`src/hw/rtl/playfair_digraph_encrypt_defines.svh`:
```
// Assertion macros for the Playfair digraph encryptor.
// Included by the RTL files that carry concurrent assertions; no other dependencies.
`ifndef PLAYFAIR_DIGRAPH_ENCRYPT_DEFINES_SVH
`define PLAYFAIR_DIGRAPH_ENCRYPT_DEFINES_SVH

`ifndef SYNTHESIS
`define PFE_ASSERT(lbl, clk, rst_n, prop, msg) \
	lbl: assert property (@(posedge clk) disable iff (!rst_n) prop) else $error(msg);
`define PFE_ASSERT_ALWAYS(lbl, clk, prop, msg) \
	lbl: assert property (@(posedge clk) prop) else $error(msg);
`else
`define PFE_ASSERT(lbl, clk, rst_n, prop, msg)
`define PFE_ASSERT_ALWAYS(lbl, clk, prop, msg)
`endif

`endif

```
`src/hw/rtl/pfe_pkg.sv`:
```
// Shared types, codes and helper functions for the Playfair digraph encryptor.
// No dependencies.
`timescale 1ns / 1ps

package pfe_pkg;

	localparam logic [1:0] REQ_CLEAR   = 2'd0;
	localparam logic [1:0] REQ_KEY     = 2'd1;
	localparam logic [1:0] REQ_ENCRYPT = 2'd2;

	localparam logic [4:0] LETTER_I  = 5'd8;
	localparam logic [4:0] LETTER_J  = 5'd9;
	localparam logic [4:0] LETTER_Z  = 5'd25;
	localparam logic [4:0] SQ_CELLS  = 5'd25;
	localparam logic [2:0] SQ_LAST   = 3'd4;

	typedef struct packed {
		logic [1:0] req_type;
		logic [4:0] letter_a;
		logic [4:0] letter_b;
	} in_item_t;

	typedef struct packed {
		logic [4:0] cipher_a;
		logic [4:0] cipher_b;
	} out_item_t;

	typedef struct packed {
		logic clear;
		logic key;
		logic latch;
		logic fill_step;
		logic rd_pos;
		logic map;
	} pfe_cmd_t;

	typedef struct packed {
		logic enc_ok;
		logic complete;
		logic fill_last;
	} pfe_sts_t;

	typedef struct packed {
		logic [2:0] row;
		logic [2:0] col;
	} pos_rc_t;

	function automatic logic [4:0] fold_j(input logic [4:0] l);
		return (l == LETTER_J) ? LETTER_I : l;
	endfunction

	function automatic pos_rc_t pos_split(input logic [4:0] p);
		logic [4:0] m;
		pos_rc_t rc;
		m = (p >= SQ_CELLS) ? (p - SQ_CELLS) : p;
		if (m >= 5'd20) begin
			rc.row = 3'd4;
			rc.col = 3'(m - 5'd20);
		end else if (m >= 5'd15) begin
			rc.row = 3'd3;
			rc.col = 3'(m - 5'd15);
		end else if (m >= 5'd10) begin
			rc.row = 3'd2;
			rc.col = 3'(m - 5'd10);
		end else if (m >= 5'd5) begin
			rc.row = 3'd1;
			rc.col = 3'(m - 5'd5);
		end else begin
			rc.row = 3'd0;
			rc.col = 3'(m);
		end
		return rc;
	endfunction

	function automatic logic [4:0] pos_join(input pos_rc_t rc);
		return (5'(rc.row) << 2) + 5'(rc.row) + 5'(rc.col);
	endfunction

	function automatic logic [2:0] inc_mod5(input logic [2:0] x);
		return (x == SQ_LAST) ? 3'd0 : (x + 3'd1);
	endfunction

endpackage

```
`src/hw/rtl/pfe_ctrl.sv`:
```
// Controller state machine for the Playfair digraph encryptor.
// Depends on pfe_pkg for request codes and the command/status structs.
`timescale 1ns / 1ps

module pfe_ctrl (
	input  logic            clk,
	input  logic            arst_n,
	input  logic            start,
	input  logic [1:0]      req_type,
	input  pfe_pkg::pfe_sts_t sts,
	output pfe_pkg::pfe_cmd_t cmd,
	output logic            busy
);
	import pfe_pkg::*;

	typedef enum logic [3:0] {
		ST_IDLE  = 4'b0001,
		ST_FILL  = 4'b0010,
		ST_RDPOS = 4'b0100,
		ST_MAP   = 4'b1000
	} state_t;

	state_t st_q;
	state_t st_nxt;

	always_comb begin
		cmd    = '0;
		st_nxt = st_q;
		unique case (st_q)
			ST_IDLE: begin
				if (start) begin
					unique case (req_type)
						REQ_CLEAR: cmd.clear = 1'b1;
						REQ_KEY:   cmd.key = 1'b1;
						REQ_ENCRYPT: begin
							if (sts.enc_ok) begin
								cmd.latch = 1'b1;
								st_nxt = sts.complete ? ST_MAP : ST_FILL;
							end
						end
						default: ;
					endcase
				end
			end
			ST_FILL: begin
				cmd.fill_step = 1'b1;
				if (sts.fill_last) begin
					st_nxt = ST_RDPOS;
				end
			end
			ST_RDPOS: begin
				cmd.rd_pos = 1'b1;
				st_nxt = ST_MAP;
			end
			ST_MAP: begin
				cmd.map = 1'b1;
				st_nxt = ST_IDLE;
			end
			default: st_nxt = ST_IDLE;
		endcase
	end

	always_ff @(posedge clk or negedge arst_n) begin
		if (!arst_n) begin
			st_q <= ST_IDLE;
		end else begin
			st_q <= st_nxt;
		end
	end

	assign busy = (st_q != ST_IDLE);

endmodule

```
`src/hw/rtl/pfe_dp.sv`:
```
// Datapath for the Playfair digraph encryptor: key square memories, fill walk, lookup.
// Depends on pfe_pkg and on the assertion macros header.
`timescale 1ns / 1ps
`include "playfair_digraph_encrypt_defines.svh"

module pfe_dp (
	input  logic              clk,
	input  logic              arst_n,
	input  pfe_pkg::in_item_t request,
	input  pfe_pkg::pfe_cmd_t cmd,
	output pfe_pkg::pfe_sts_t sts,
	output logic              done,
	output pfe_pkg::out_item_t result
);
	import pfe_pkg::*;

	logic [4:0]  pos_mem [26];
	logic [4:0]  let_mem [25];

	logic [25:0] placed_q;
	logic [4:0]  fill_q;
	logic        complete_q;
	logic [4:0]  ch_q;
	logic [4:0]  a_q;
	logic [4:0]  b_q;
	logic [4:0]  pa_q;
	logic [4:0]  pb_q;
	logic [4:0]  ca_q;
	logic [4:0]  cb_q;
	logic        done_q;

	logic [4:0]  in_a_f;
	logic [4:0]  in_b_f;
	logic [4:0]  place_l;
	logic        place_try;
	logic        place_en;
	pos_rc_t     rc_a;
	pos_rc_t     rc_b;
	pos_rc_t     nrc_a;
	pos_rc_t     nrc_b;
	logic [4:0]  na;
	logic [4:0]  nb;

	assign in_a_f = fold_j(request.letter_a);
	assign in_b_f = fold_j(request.letter_b);

	always_comb begin
		if (cmd.fill_step) begin
			place_l   = ch_q;
			place_try = (ch_q != LETTER_J);
		end else begin
			place_l   = in_a_f;
			place_try = cmd.key && (request.letter_a <= LETTER_Z);
		end
		place_en = place_try && !placed_q[place_l] && (fill_q < SQ_CELLS);
	end

	always_ff @(posedge clk or negedge arst_n) begin
		if (!arst_n) begin
			placed_q   <= '0;
			fill_q     <= '0;
			complete_q <= 1'b0;
			done_q     <= 1'b0;
		end else begin
			done_q <= cmd.map;
			if (cmd.clear) begin
				placed_q   <= '0;
				fill_q     <= '0;
				complete_q <= 1'b0;
			end else begin
				if (place_en) begin
					placed_q[place_l] <= 1'b1;
					fill_q <= fill_q + 5'd1;
				end
				if (cmd.fill_step && sts.fill_last) begin
					complete_q <= 1'b1;
				end
			end
		end
	end

	always_ff @(posedge clk) begin
		if (place_en) begin
			pos_mem[place_l] <= fill_q;
			let_mem[fill_q]  <= place_l;
		end
	end

	always_ff @(posedge clk) begin
		if (cmd.latch) begin
			a_q  <= in_a_f;
			b_q  <= in_b_f;
			ch_q <= '0;
			pa_q <= pos_mem[in_a_f];
			pb_q <= pos_mem[in_b_f];
		end else begin
			if (cmd.fill_step) begin
				ch_q <= ch_q + 5'd1;
			end
			if (cmd.rd_pos) begin
				pa_q <= pos_mem[a_q];
				pb_q <= pos_mem[b_q];
			end
		end
	end

	always_comb begin
		rc_a  = pos_split(pa_q);
		rc_b  = pos_split(pb_q);
		nrc_a = rc_a;
		nrc_b = rc_b;
		if (rc_a.row == rc_b.row) begin
			nrc_a.col = inc_mod5(rc_a.col);
			nrc_b.col = inc_mod5(rc_b.col);
		end else if (rc_a.col == rc_b.col) begin
			nrc_a.row = inc_mod5(rc_a.row);
			nrc_b.row = inc_mod5(rc_b.row);
		end else begin
			nrc_a.col = rc_b.col;
			nrc_b.col = rc_a.col;
		end
		na = pos_join(nrc_a);
		nb = pos_join(nrc_b);
	end

	always_ff @(posedge clk) begin
		if (cmd.map) begin
			ca_q <= let_mem[na];
			cb_q <= let_mem[nb];
		end
	end

	assign sts.enc_ok    = (request.letter_a <= LETTER_Z) && (request.letter_b <= LETTER_Z);
	assign sts.complete  = complete_q;
	assign sts.fill_last = (ch_q == LETTER_Z);

	assign done            = done_q;
	assign result.cipher_a = ca_q;
	assign result.cipher_b = cb_q;

	`PFE_ASSERT(a_done_after_map, clk, arst_n, done_q |-> $past(cmd.map), "result without lookup")
	`PFE_ASSERT(a_map_gives_done, clk, arst_n, cmd.map |=> done_q, "lookup without result")
	`PFE_ASSERT(a_map_needs_square, clk, arst_n, cmd.map |-> complete_q, "lookup on partial square")
	`PFE_ASSERT(a_fill_once, clk, arst_n, cmd.fill_step |-> !complete_q, "fill on complete square")
	`PFE_ASSERT_ALWAYS(a_rst_quiet, clk, !arst_n |-> !done_q, "result strobe in reset")

endmodule

```
`src/hw/rtl/playfair_digraph_encrypt.sv`:
```
// Encrypt request: accept goes to the map state (via fill on an incomplete square); done is registered from map.
// First encrypt after clear/key load first walks the 26 letters once, then rereads both positions.
// Clear and key-letter requests complete at the accepting edge; busy stays low.
// Busy while an encrypt is in flight; the lookup registers the position reads, then the letter reads.
// Reset (arst_n low, asynchronous) empties the square; results cannot be stalled.
// Top level: joins controller and datapath.
`timescale 1ns / 1ps

module playfair_digraph_encrypt (
	input  logic               clk,
	input  logic               arst_n,
	input  logic               start,
	output logic               busy,
	input  pfe_pkg::in_item_t  request,
	output logic               done,
	output pfe_pkg::out_item_t result
);
	import pfe_pkg::*;

	pfe_cmd_t cmd;
	pfe_sts_t sts;

	pfe_ctrl u_ctrl (
		.clk      (clk),
		.arst_n   (arst_n),
		.start    (start),
		.req_type (request.req_type),
		.sts      (sts),
		.cmd      (cmd),
		.busy     (busy)
	);

	pfe_dp u_dp (
		.clk     (clk),
		.arst_n  (arst_n),
		.request (request),
		.cmd     (cmd),
		.sts     (sts),
		.done    (done),
		.result  (result)
	);

endmodule

```
`config.mk`:
```
export PLATFORM = sky130hd
export DESIGN_NAME = playfair_digraph_encrypt
export DESIGN_NICKNAME = d
export VERILOG_FILES = /design/src/hw/rtl/pfe_pkg.sv /design/src/hw/rtl/pfe_ctrl.sv /design/src/hw/rtl/pfe_dp.sv /design/src/hw/rtl/playfair_digraph_encrypt.sv
export VERILOG_INCLUDE_DIRS = /design/src /design/src/hw/rtl
export SDC_FILE = /design/constraint.sdc
export NUM_CORES = 1
export LEC_CHECK = 0
export BUFFER_PORTS_ARGS = -buffer_cell sky130_fd_sc_hd__buf_2
export CORE_ASPECT_RATIO = 1.5
export CORE_MARGIN = 2
export CORE_UTILIZATION = 38
export CTS_CLUSTER_SIZE = 14
export DETAILED_ROUTE_END_ITERATION = 6
export PLACE_DENSITY = 0.63
export SLEW_MARGIN = 20
export SYNTH_ARGS = -nofsm -noshare
export SYNTH_HDL_FRONTEND = slang
export SYNTH_SLANG_ARGS = --single-unit
```
`constraint.sdc`:
```
create_clock -name clk -period 10.25 [get_ports clk]
set_input_delay 0.5125 -clock clk [delete_from_list [all_inputs] [get_ports clk]]
set_output_delay 0.5125 -clock clk [all_outputs]
set_load 0.01 [all_outputs]
```
==> impl_metrics.yaml <==
power:
  leakagePower_uw: 0.00732
  power_density_mw_per_mm2: 183
  vdd_drop_max_v: 0.000104
synth:
  ys_types: 89
  yosys_warnings: 0
  seq_area_frac_synth_pct: 50.9
  synth-edff-count: 285
  ys_async_sr_fraction_pct: 11.0
  synth_nets: 1354
  synth.cell_area_mm2: 0.0192
  synth_cells: 1299
  avgSynthCellArea_um2: 14.8
  yosys_most_used_dff: "edfxtp_1"
  ys_ff_latch: 337
clock_network:
  clock-sinks: 337
  path_clk_slew_ps: 70
  cts_tree: "done"
  cts-resized-gates: 0
  cts_root_buffer: "clkbuf_16"
  insertion_delay_ps: 530
  cts_buffers: 34
  cts_buffer_depth: 3
  hold_buffers: 0
  cts_max_level: 2
  cts_setup_buffers: 0
critical_path:
  critPathRequiredTime_ps: 10510
  startpoint_type: "register"
  critPathMaxFanout: 18
  worstSetupPathType: "register to register"
  cp-end-kind: "register"
  critical_path_arrival_ps: 7920
floorplan:
  start_util_pct: 38.3
  die_y_um: 280
  core_area_mm2: 0.0503
  rows: 101
  dieArea_mm2: 0.0525
  die_w_um: 188
  ios: 27
timing:
  tns_ps: 0
  relSlewSlack_pct: 22.8
  slew_violations: 0
  worst_slew_pin_slew_ps: 1150
  rsz0062_at_grt: "no"
  finalWorstSetupSlack_ps: 2590
  setup-violations-final: 0
  final.min_clock_period_ps: 7660
  finalCritPeriodShare_pct: 74.7
  fin_skew_ps: 17.6
  hold_viol: 0
  max_freq_mhz: 131
drt:
  m1WireLength_mm: 17.7
  via_per_inst: 5.87
  dr.pass1.iters: 5
  wl_met2_mm: 27.6
  vias: 11700
  wl_per_cell_um: 25.2
  antenna_left: 0
  wl_met3_mm: 2.04
  drt_iter0_drc: 1183
  drc: 0
  top_layer_used: "met5"
  postRouteWirelength_mm: 50.2
outcome:
  outcome: "complete, no violations"
grt:
  grt_usage_pct: 19.3
  grt_max_degree: 39
  grt_pass1_vias: 12100
  grt_remaining_overflow: 0
  grt_pass1_wl_mm: 76.0
  antenna_found_initial: 1
job:
  cap_violations: 0
layout:
  fin_nets: 1350
  area_delta_synth_final_pct: 10.3
  drive_gt1_share_pct: 27.5
  n_antenna_cell: 0
placed_design:
  pre_cts_ws_ps: 2740
  port_buffers: 26
  dp_hpwl_mm: 35.9
  gp_congestion: 0.904
worst_hold_path:
  hp-class: "input port to async pin"
[stage by stage]
stage | hold WS, ps | std cells | power [uW] | utilization [%] | instance area (um2)
after floorplan | 217 | 1299 | 2340 | - | 19200
after global placement | 422 | 1928 | 2600 | 39.9 | 20100
after detailed placement | 434 | 1928 | 2620 | 39.9 | 20100
after CTS | 176 | 1988 | 3910 | 42.2 | 21200
after global routing | 218 | 1988 | 4040 | 42.2 | 21200
final | 160 | 1988 | 3890 | 42.2 | 21200
[path summary, 6_finish.rpt]
path	depth (start not counted)	from	endpoint	slack (ps)
max	22	u_dp.pb_q[1]	u_dp.cb_q[2]	2590
min	1	arst_n	u_dp.placed_q[23]	160
max reg2reg	22	u_dp.pb_q[1]	u_dp.cb_q[2]	2590
min reg2reg	2	u_dp.b_q[2]	register	450
max in group asynchronous	1	arst_n	u_dp.fill_q[1]	9370
min in group clk	1	request[4]	u_dp.b_q[4]	330
[layout by cell type, fill, tap and decap left out, drive strengths merged, types with 6 or more instances in the layout]
cell / n
edfxtp: 285
mux4: 204
nand2: 94
nor2: 87
buf: 53
inv: 47
mux2i: 43
clkbuf: 43
o21ai: 41
dfrtp: 36
ha: 36
a21oi: 33
o21a: 30
nor2b: 28
a211oi: 27
mux2: 21
dfxtp: 15
a31oi: 14
nand3: 13
xnor2: 13
nand2b: 12
nor3: 11
clkinv: 10
nand3b: 7
xor2: 7
a21o: 6
a222oi: 6
[worst max-delay path: stages (launching register included)]
cell	delay, ps
edfxtp_1	490
inv_1	100
ha_1	240
o311a_1	300
o21ai_1	500
inv_1	170
ha_1	260
inv_1	80
nor3_1	80
a311oi_1	470
nand2b_1	200
xnor2_1	180
a31oi_1	680
nand4bb_1	630
mux2i_1	330
nor2_1	90
ha_1	320
ha_1	700
buf_4	400
mux4_2	370
mux2i_1	390
o21ai_0	130
mux2_4	280
[cell type report]
class | instances | area, um2
Clock buffer | 43 | 948
Multi-Input combinational cell | 822 | 8920
Tap cell | 669 | 837
Sequential cell | 337 | 9790
Timing Repair Buffer | 53 | 333
Clock inverter | 17 | 210
Inverter | 47 | 176
Fill cell | 4572 | 29100
[logic make-up (layout without fill, tap and decap cells)]
kind of cell    Yosys count  in the layout  synth area share (%)
xor+xnor                 21             21                  1.24
simple gates            286            286                  7.10
compound gates          207            207                  7.66
mux                     268            268                  27.5
flops                   337            337                  50.9
fa+ha+maj                40             40                  2.76
buf+inv                 140            160                  2.87
[metal layers]
| metal | global-route usage, % | vias to the layer above |
|---|---|---|
| li1 | - | 5183 |
| met4 | 10.5 | 2 |
| met2 | 36.8 | 385 |
| met5 | 0 | - |
| met1 | 20.9 | 5991 |
| met3 | 2.03 | 101 |
[power breakdown]
group	switching, uW	internal, uW
Sequential	30.9	1550
Clock	524	782
Combinational	519	480
Total	1070	2810
[registers in the layout, summed over array words and instances (netlist names), named ones only]
signal           count
u_ctrl.st_q          4
u_dp.a_q             5
u_dp.b_q             5
u_dp.ca_q            5
u_dp.cb_q            5
u_dp.ch_q            5
u_dp.complete_q      1
u_dp.done            1
u_dp.fill_q          5
u_dp.let_mem       125
u_dp.pa_q            5
u_dp.pb_q            5
u_dp.placed_q       26
u_dp.pos_mem       130
[cell usage after synthesis, drive strengths merged, types with 5 or more instances]
cell type | instances | area, um2
xnor2 | 13 | 148
mux2i | 43 | 443
a21o | 6 | 45.0
a31oi | 14 | 87.6
buf | 29 | 134
dfrtp | 36 | 901
a222oi | 6 | 60.1
a21oi | 33 | 169
xor2 | 7 | 68.8
edfxtp | 285 | 8560
mux4 | 204 | 4590
nor2b | 28 | 175
ha | 36 | 450
clkbuf | 64 | 241
dfxtp | 15 | 300
o21a | 30 | 226
nand2 | 94 | 353
nand3 | 13 | 65.1
nor2 | 87 | 327
inv | 47 | 176
a22oi | 5 | 42.5
a211oi | 27 | 203
o31ai | 5 | 37.5
and2 | 5 | 31.3
or3 | 5 | 31.3
nand2b | 12 | 75.1
mux2 | 21 | 255
nor3 | 11 | 65.1
o21ai | 41 | 213
nand3b | 7 | 52.6
No activity file was read; power rests on OpenSTA's default activity.
